[src/hw/rtl/pit_pkg.sv]
// ----------------------------------------------------------------------------
// pit_pkg: shared types and constants
// request kinds, access modes and fixed field widths of the channel 0 scheduler
// ----------------------------------------------------------------------------
package pit_pkg;

	typedef enum logic [1:0] {
		REQ_CONTROL = 2'd0,
		REQ_DATA    = 2'd1,
		REQ_POLL    = 2'd2,
		REQ_NONE    = 2'd3
	} req_t;

	typedef enum logic [1:0] {
		AM_UNSET  = 2'd0,
		AM_LOW    = 2'd1,
		AM_HIGH   = 2'd2,
		AM_LOHI   = 2'd3
	} access_mode_t;

	localparam int unsigned NS_PER_SEC = 1000000000;
	localparam int unsigned NS_W       = 30;  // bits of one second in ns
	localparam int unsigned TIME_W     = 64;
	localparam int unsigned DIV_W      = 17;
	localparam int unsigned GEN_W      = 32;

endpackage

[src/hw/rtl/pit_channel0_tick_scheduler.sv]
// ----------------------------------------------------------------------------
// pit_channel0_tick_scheduler
// channel 0 of an interval timer with a tick scheduler driven by elapsed time
// ----------------------------------------------------------------------------
// Control and data writes, and polls that restart the epoch, go straight
// to S_DONE. A poll that counts ticks runs one shared restoring divider (one
// quotient bit a cycle) and one shift-add multiplier (one bit of INPUT_CLOCK_HZ
// a cycle): elapsed time is split into whole seconds and a remainder, both are
// scaled by INPUT_CLOCK_HZ, and the clock count is divided by the divisor.
// One item is worked at a time; the next is taken once the result sits in
// the output register.
module pit_channel0_tick_scheduler #(
	parameter int unsigned INPUT_CLOCK_HZ  = 1193182,
	parameter int unsigned DEFAULT_DIVISOR = 65536
) (
	input  logic         clk,
	input  logic         arst_n,
	input  logic         s_tvalid,
	output logic         s_tready,
	input  logic [71:0]  s_tdata,   // data_byte[7:0], elapsed_ns[71:8]
	input  logic [1:0]   s_tuser,   // req_type[1:0]
	output logic         m_tvalid,
	input  logic         m_tready,
	// accepted[0], reload_divisor[17:1], generation[49:18], due_ticks[113:50],
	// first_due[177:114], epoch_ns[241:178], zero[247:242]
	output logic [247:0] m_tdata
);

	localparam int unsigned HZW = $clog2(INPUT_CLOCK_HZ + 1);
	localparam logic [HZW-1:0] HZ_BITS = HZW'(INPUT_CLOCK_HZ);
	localparam logic [pit_pkg::DIV_W-1:0] DEF_DIV = pit_pkg::DIV_W'(DEFAULT_DIVISOR);
	localparam logic [pit_pkg::NS_W-1:0] NS_SEC = pit_pkg::NS_W'(pit_pkg::NS_PER_SEC);

	typedef enum logic [2:0] {
		S_IDLE, S_DIV_SEC, S_MUL_Q, S_MUL_R, S_DIV_FRAC, S_ADD, S_DIV_TICK, S_DONE
	} state_t;

	state_t state_q;
	logic [1:0]  access_mode_q;
	logic        awaiting_low_q;
	logic [7:0]  pending_low_q;
	logic [pit_pkg::DIV_W-1:0] divisor_q;
	logic [pit_pkg::GEN_W-1:0] gen_q;
	logic        started_q;
	logic [pit_pkg::GEN_W-1:0] sched_gen_q;
	logic [63:0] epoch_q;
	logic [63:0] emitted_q;

	logic        ok_q;
	logic        cmp_q;
	logic [63:0] due_q, first_q, epoch_out_q;

	logic [63:0] dvd_q;
	logic [pit_pkg::NS_W-1:0] rem_q, dvs_q, r_q;
	logic [63:0] acc_q, mx_q, clk_q;
	logic [HZW-1:0] hz_q;
	logic [6:0]  cnt_q;

	logic [1:0]  req;
	logic [7:0]  data_byte;
	logic [63:0] elapsed_ns;
	assign req        = s_tuser;
	assign data_byte  = s_tdata[7:0];
	assign elapsed_ns = s_tdata[71:8];

	assign s_tready = (state_q == S_IDLE);

	// divider step
	logic [pit_pkg::NS_W:0] rem_sh, rem_sub;
	logic ge;
	assign rem_sh  = {rem_q, dvd_q[63]};
	assign ge      = rem_sh >= {1'b0, dvs_q};
	assign rem_sub = rem_sh - {1'b0, dvs_q};

	logic [15:0] reload;
	assign reload = (divisor_q == DEF_DIV) ? 16'd0 : divisor_q[15:0];

	function automatic logic [pit_pkg::DIV_W-1:0] to_div(input logic [15:0] v,
			input logic [pit_pkg::DIV_W-1:0] d);
		to_div = (v == 16'd0) ? d : {1'b0, v};
	endfunction

	always_ff @(posedge clk or negedge arst_n) begin
		if (!arst_n) begin
			state_q        <= S_IDLE;
			access_mode_q  <= pit_pkg::AM_UNSET;
			awaiting_low_q <= 1'b1;
			pending_low_q  <= 8'd0;
			divisor_q      <= DEF_DIV;
			gen_q          <= pit_pkg::GEN_W'(1);
			started_q      <= 1'b0;
			sched_gen_q    <= '0;
			epoch_q        <= '0;
			emitted_q      <= '0;
			m_tvalid       <= 1'b0;
			m_tdata        <= '0;
			cnt_q          <= '0;
			ok_q           <= 1'b0;
			cmp_q          <= 1'b0;
			due_q          <= '0;
			first_q        <= '0;
			epoch_out_q    <= '0;
			dvd_q          <= '0;
			rem_q          <= '0;
			dvs_q          <= '0;
			r_q            <= '0;
			acc_q          <= '0;
			mx_q           <= '0;
			clk_q          <= '0;
			hz_q           <= '0;
		end else begin
			// a new result loaded in S_DONE takes the place of the one leaving
			if (m_tvalid && m_tready && !(state_q == S_DONE && !cmp_q)) begin
				m_tvalid <= 1'b0;
			end
			unique case (state_q)
				S_IDLE: begin
					if (s_tvalid) begin
						ok_q        <= 1'b0;
						cmp_q       <= 1'b0;
						due_q       <= '0;
						first_q     <= '0;
						epoch_out_q <= '0;
						state_q     <= S_DONE;
						unique case (req)
							pit_pkg::REQ_CONTROL: begin
								if (data_byte[7:6] == 2'd0 && data_byte[5:4] != pit_pkg::AM_UNSET) begin
									access_mode_q  <= data_byte[5:4];
									awaiting_low_q <= 1'b1;
									ok_q           <= 1'b1;
								end
							end
							pit_pkg::REQ_DATA: begin
								unique case (access_mode_q)
									pit_pkg::AM_LOW: begin
										divisor_q <= to_div({reload[15:8], data_byte}, DEF_DIV);
										gen_q     <= gen_q + pit_pkg::GEN_W'(1);
										ok_q      <= 1'b1;
									end
									pit_pkg::AM_HIGH: begin
										divisor_q <= to_div({data_byte, reload[7:0]}, DEF_DIV);
										gen_q     <= gen_q + pit_pkg::GEN_W'(1);
										ok_q      <= 1'b1;
									end
									pit_pkg::AM_LOHI: begin
										if (awaiting_low_q) begin
											pending_low_q  <= data_byte;
											awaiting_low_q <= 1'b0;
										end else begin
											awaiting_low_q <= 1'b1;
											divisor_q <= to_div({data_byte, pending_low_q}, DEF_DIV);
											gen_q     <= gen_q + pit_pkg::GEN_W'(1);
										end
										ok_q <= 1'b1;
									end
									default: ;
								endcase
							end
							pit_pkg::REQ_POLL: begin
								ok_q <= 1'b1;
								if (!started_q || sched_gen_q != gen_q) begin
									started_q   <= 1'b1;
									sched_gen_q <= gen_q;
									epoch_q     <= elapsed_ns;
									emitted_q   <= '0;
								end else if (elapsed_ns < epoch_q) begin
									epoch_q   <= elapsed_ns;
									emitted_q <= '0;
								end else begin
									dvd_q   <= elapsed_ns - epoch_q;
									rem_q   <= '0;
									dvs_q   <= NS_SEC;
									cnt_q   <= 7'd63;
									state_q <= S_DIV_SEC;
								end
							end
							default: ;
						endcase
					end
				end
				S_DIV_SEC, S_DIV_FRAC, S_DIV_TICK: begin
					rem_q <= ge ? rem_sub[pit_pkg::NS_W-1:0] : rem_sh[pit_pkg::NS_W-1:0];
					dvd_q <= {dvd_q[62:0], ge};
					cnt_q <= cnt_q - 7'd1;
					if (cnt_q == 7'd0) begin
						priority if (state_q == S_DIV_SEC) begin
							// whole seconds times clock rate first
							mx_q    <= {dvd_q[62:0], ge};
							r_q     <= ge ? rem_sub[pit_pkg::NS_W-1:0] : rem_sh[pit_pkg::NS_W-1:0];
							acc_q   <= '0;
							hz_q    <= HZ_BITS;
							cnt_q   <= 7'(HZW - 1);
							state_q <= S_MUL_Q;
						end else if (state_q == S_DIV_FRAC) begin
							state_q <= S_ADD;
						end else begin
							cmp_q   <= 1'b1;
							state_q <= S_DONE;
						end
					end
				end
				S_MUL_Q, S_MUL_R: begin
					acc_q <= {acc_q[62:0], 1'b0} + (hz_q[HZW-1] ? mx_q : 64'd0);
					hz_q  <= {hz_q[HZW-2:0], 1'b0};
					cnt_q <= cnt_q - 7'd1;
					if (cnt_q == 7'd0) begin
						if (state_q == S_MUL_Q) begin
							clk_q   <= {acc_q[62:0], 1'b0} + (hz_q[HZW-1] ? mx_q : 64'd0);
							mx_q    <= {{(64 - pit_pkg::NS_W){1'b0}}, r_q};
							acc_q   <= '0;
							hz_q    <= HZ_BITS;
							cnt_q   <= 7'(HZW - 1);
							state_q <= S_MUL_R;
						end else begin
							dvd_q   <= {acc_q[62:0], 1'b0} + (hz_q[HZW-1] ? mx_q : 64'd0);
							rem_q   <= '0;
							cnt_q   <= 7'd63;
							state_q <= S_DIV_FRAC;
						end
					end
				end
				S_ADD: begin
					dvd_q   <= clk_q + dvd_q;
					rem_q   <= '0;
					dvs_q   <= {{(pit_pkg::NS_W - pit_pkg::DIV_W){1'b0}}, divisor_q};
					cnt_q   <= 7'd63;
					state_q <= S_DIV_TICK;
				end
				S_DONE: begin
					// tick count sits in dvd_q after the last division
					if (cmp_q) begin
						cmp_q <= 1'b0;
						if (dvd_q > emitted_q) begin
							due_q       <= dvd_q - emitted_q;
							first_q     <= emitted_q + 64'd1;
							epoch_out_q <= epoch_q;
							emitted_q   <= dvd_q;
						end
					end else if (!m_tvalid || m_tready) begin
						m_tvalid <= 1'b1;
						m_tdata  <= {6'd0, epoch_out_q, first_q, due_q, gen_q, divisor_q, ok_q};
						state_q  <= S_IDLE;
					end
				end
				default: state_q <= S_IDLE;
			endcase
		end
	end

endmodule

[config.mk]
export PLATFORM = sky130hd
export DESIGN_NAME = pit_channel0_tick_scheduler
export DESIGN_NICKNAME = d
export VERILOG_FILES = /design/src/hw/rtl/pit_pkg.sv /design/src/hw/rtl/pit_channel0_tick_scheduler.sv
export SDC_FILE = /design/constraint.sdc
export NUM_CORES = 2
export LEC_CHECK = 0
export ABC_AREA = 1
export ABC_CLOCK_PERIOD_IN_PS = 5900
export BUFFER_PORTS_ARGS = -buffer_cell sky130_fd_sc_hd__clkbuf_2
export CORE_MARGIN = 4
export CORE_UTILIZATION = 42
export CTS_BUF_LIST = sky130_fd_sc_hd__clkbuf_8
export CTS_CLUSTER_DIAMETER = 60
export DETAILED_ROUTE_END_ITERATION = 7
export SLEW_MARGIN = 20
export SYNTH_ARGS = -nofsm -noshare
export SYNTH_HDL_FRONTEND = slang
export SYNTH_SLANG_ARGS = --single-unit
[constraint.sdc]
create_clock -name clk -period 5.9 [get_ports clk]
set_clock_uncertainty 0.1 [all_clocks]
set_input_delay 0.59 -clock clk [delete_from_list [all_inputs] [get_ports clk]]
set_output_delay 0.59 -clock clk [all_outputs]
set_load 0.02 [all_outputs]
==> summary.txt <==
MaxCap Viol Count: 0
area added between synthesis and finish: 12.59%
Power, Total: 43.87 mW
Slew Limit Headroom: 27.93%
met1 WL: 122700 µm
Initial DRC Count: 6256
insertion delay to the later sink of the worst-skew pair: 0.94 ns
CP Cell Sequence: ha_1, inv_1, nor3_1, inv_1, nor2_1, nand2_1, nor3b_1, nand2_1, nand2_1, nand2_2, inv_2, nand3_4, inv_1, nand2_1, nand2_1
CTS tree: built
Top FF cell, synth: dfrtp_1
post-layout instance area: 75800 µm²
Met3 Wirelength: 19990 µm
Post-Syn Instances: 9679
CP peak stage delay: 0.71 ns
Slew @ Worst Pin: 1.070 ns
Core ar.: 158900 µm²
Port-buffer cells: 321
critical path type: reg2reg
cts repair resizes: 0
CP Max Fanout: 13
pin count of the biggest net entering global routing: 164
Mean Syn Cell Area: 6.956 µm²
Synth Register Bits: 1021
leakage: 40.71 nW
Pwr Density: 578.8 nW/µm²
starting density of the core: 42.36%
top layer reached by signal wires: met5
Die Area: 166800 µm²
total negative slack: 0 ns
global-route wire length before repair: 405300 µm
Max clock buf depth: 3
Root Buffer: clkbuf_8
Req. time, crit path: 6.65 ns
Total GRT Usage: 31.97%
critical path's slowest cell: inv_1
DR WL/cell: 22.17 µm
Worst setup SP type: flip-flop
peak supply drop: 0.7576 mV
commonest non-fill, non-tap cell in the layout: nand2_1
EDFF count, synth: 0
share of flip-flops with an asynchronous set or reset: 100.0%
total CTS buffers: 181
TritonCTS sink count: 1021
number of remaining DRC errors: 0
Die W: 408.4 µm
via count: 65760
fmax: 0.2242 GHz
Final Critical Period: 4.460 ns
Reg clk slew, reported paths: 0.06 ns
post-DP HPWL: 221200 µm
Hold Vio Cnt, Final: 0
Critical Path End Type: flip-flop
share of cells above drive strength 1: 9.286%
unrepaired setup endpoints after global routing: false
met2 routed WL: 119700 µm
GPL Wtd Cong: 1.044
NumNets Final: 10450
register area share after synthesis: 37.95%
initial antenna violation count: 8
Yosys Warn Count: 0
Die Y: 408.4 µm
vias per cell: 5.346
class of the worst hold path: in2reg
most frequent cells in the layout: nand2_1 (3054), inv_1 (1567), dfrtp_1 (1017), nor2_1 (843), o21ai_0 (563)
Yosys cell types: 60
GRT Residual Overflow: 0
WL final: 272700 µm
status: complete, no violations
Routed Antenna Nets: 0
Post-DP Area: 71170 µm²
number of cell rows: 146
vias in the first global route: 63400
H-tree levels: 4
Netlist Area Pre-Place: 67330 µm²
Worst Path Arrival: 5.21 ns
1st-pass router iterations: 6
# IOs: 328
CP dominant cell by count: nand2_1
Final period util: 75.59%
Slew Viols, Final: 0
Final Setup Violations: 0
metrics by stage:
step	setup slack [ns]	instances	utilization, %	hold WS (ns)
after floorplan	2.976	9684	-	0.1944
after global placement	1.344	11890	44.78	0.3613
after detailed placement	1.342	11890	44.78	0.3672
after CTS	1.452	12290	47.68	0.1153
after global routing	1.308	12290	47.69	0.1479
final	1.440	12300	47.70	0.1504
final timing paths:
kind	startpoint	endpoint	slack, ns	cells past startpoint
min in group asynchronous	arst_n	due_q[57]$_DFFE_PN0P_	0.18	2
hold reg to reg	due_q[60]$_DFFE_PN0P_	due_q[60]$_DFFE_PN0P_	0.38	2
hold / removal	m_tready	m_tvalid$_DFF_PN0_	0.15	4
setup reg to reg	dvd_q[63]$_DFFE_PN0P_	epoch_out_q[0]$_DFFE_PN0P_	1.44	15
setup / recovery	dvd_q[63]$_DFFE_PN0P_	epoch_out_q[0]$_DFFE_PN0P_	1.44	15
max in group asynchronous	arst_n	rem_q[28]$_DFFE_PN0P_	3.89	4
cell type report:
type,count,area (µm²)
repair buffers,471,3118
fillers,16490,83120
well taps,2072,2592
multi-input cells,6869,34900
clock inverters,92,670.6
diodes,8,20.02
flip-flops and latches,1021,25560
inverters,1536,5767
clock buffers,231,3179
state kept, by name, indices dropped and copies added (netlist names), 7 cells and up:
register	cells
emitted_q	64
pending_low_q	8
first_q	64
m_tdata	242
dvs_q	18
cnt_q	7
due_q	64
sched_gen_q	32
clk_q	64
divisor_q	17
acc_q	63
r_q	30
mx_q	64
rem_q	30
epoch_out_q	64
epoch_q	64
hz_q	20
dvd_q	64
gen_q	32
synth_stat cells, drive strengths merged (25+ instances only):
| cell | count | area [µm²] |
|---|---|---|
| a21oi | 429 | 2158 |
| a31oi | 39 | 244.0 |
| buf | 137 | 764.5 |
| clkbuf | 121 | 455.4 |
| dfrtp | 1018 | 25470 |
| ha | 286 | 3578 |
| inv | 1535 | 5762 |
| mux2 | 193 | 2173 |
| nand2 | 3066 | 11540 |
| nand3 | 429 | 2157 |
| nand3b | 36 | 270.3 |
| nand4 | 176 | 1101 |
| nor2 | 857 | 3329 |
| nor3 | 130 | 660.6 |
| nor4 | 30 | 193.9 |
| o21ai | 737 | 3689 |
| o21bai | 42 | 315.3 |
| o22ai | 40 | 250.2 |
| o31ai | 36 | 270.3 |
| or2 | 25 | 156.4 |
| xnor2 | 66 | 578.1 |
| xor2 | 156 | 1366 |
what timing repair did:
| action | CTS | global route |
|---|---|---|
| hold endpoints to repair | 163 | 0 |
| hold buffers | 75 | 0 |
| setup buffers | 0 | 0 |
per-layer routing:
layer	vias to the layer above	track usage [%]
li1	31540	-
met1	31380	44.76
met2	2395	49.84
met3	435	5.614
met4	4	11.13
met5	-	0
report_power, final:
group	switching (mW)	internal, mW
clock network	3.16	3.84
logic	17.8	7.37
registers	2.41	9.28
critical path, delay by kind of cell, from the launching register on:
kind	cells	cell delay [ns]
buf+inv	4	1.01
simple gates	10	1.98
flops	1	0.61
fa+ha+maj	1	0.64
cell families (layout without fill, tap and decap cells):
| family | count (synthesis) | after routing | synth area share (%) |
|---|---|---|---|
| and+or+nand+nor | 4771 | 4771 | 29.05 |
| buffers and inverters | 1794 | 2330 | 10.38 |
| muxes | 193 | 193 | 3.228 |
| adders and majority gates | 291 | 291 | 5.464 |
| AOI/OAI and AO/OA | 1386 | 1386 | 11.04 |
| DFF | 1021 | 1021 | 37.95 |
| other | 1 | 14 | 0.005570 |
| xor gates and xnor gates | 222 | 222 | 2.888 |
Power figures use the tool's default switching activity.
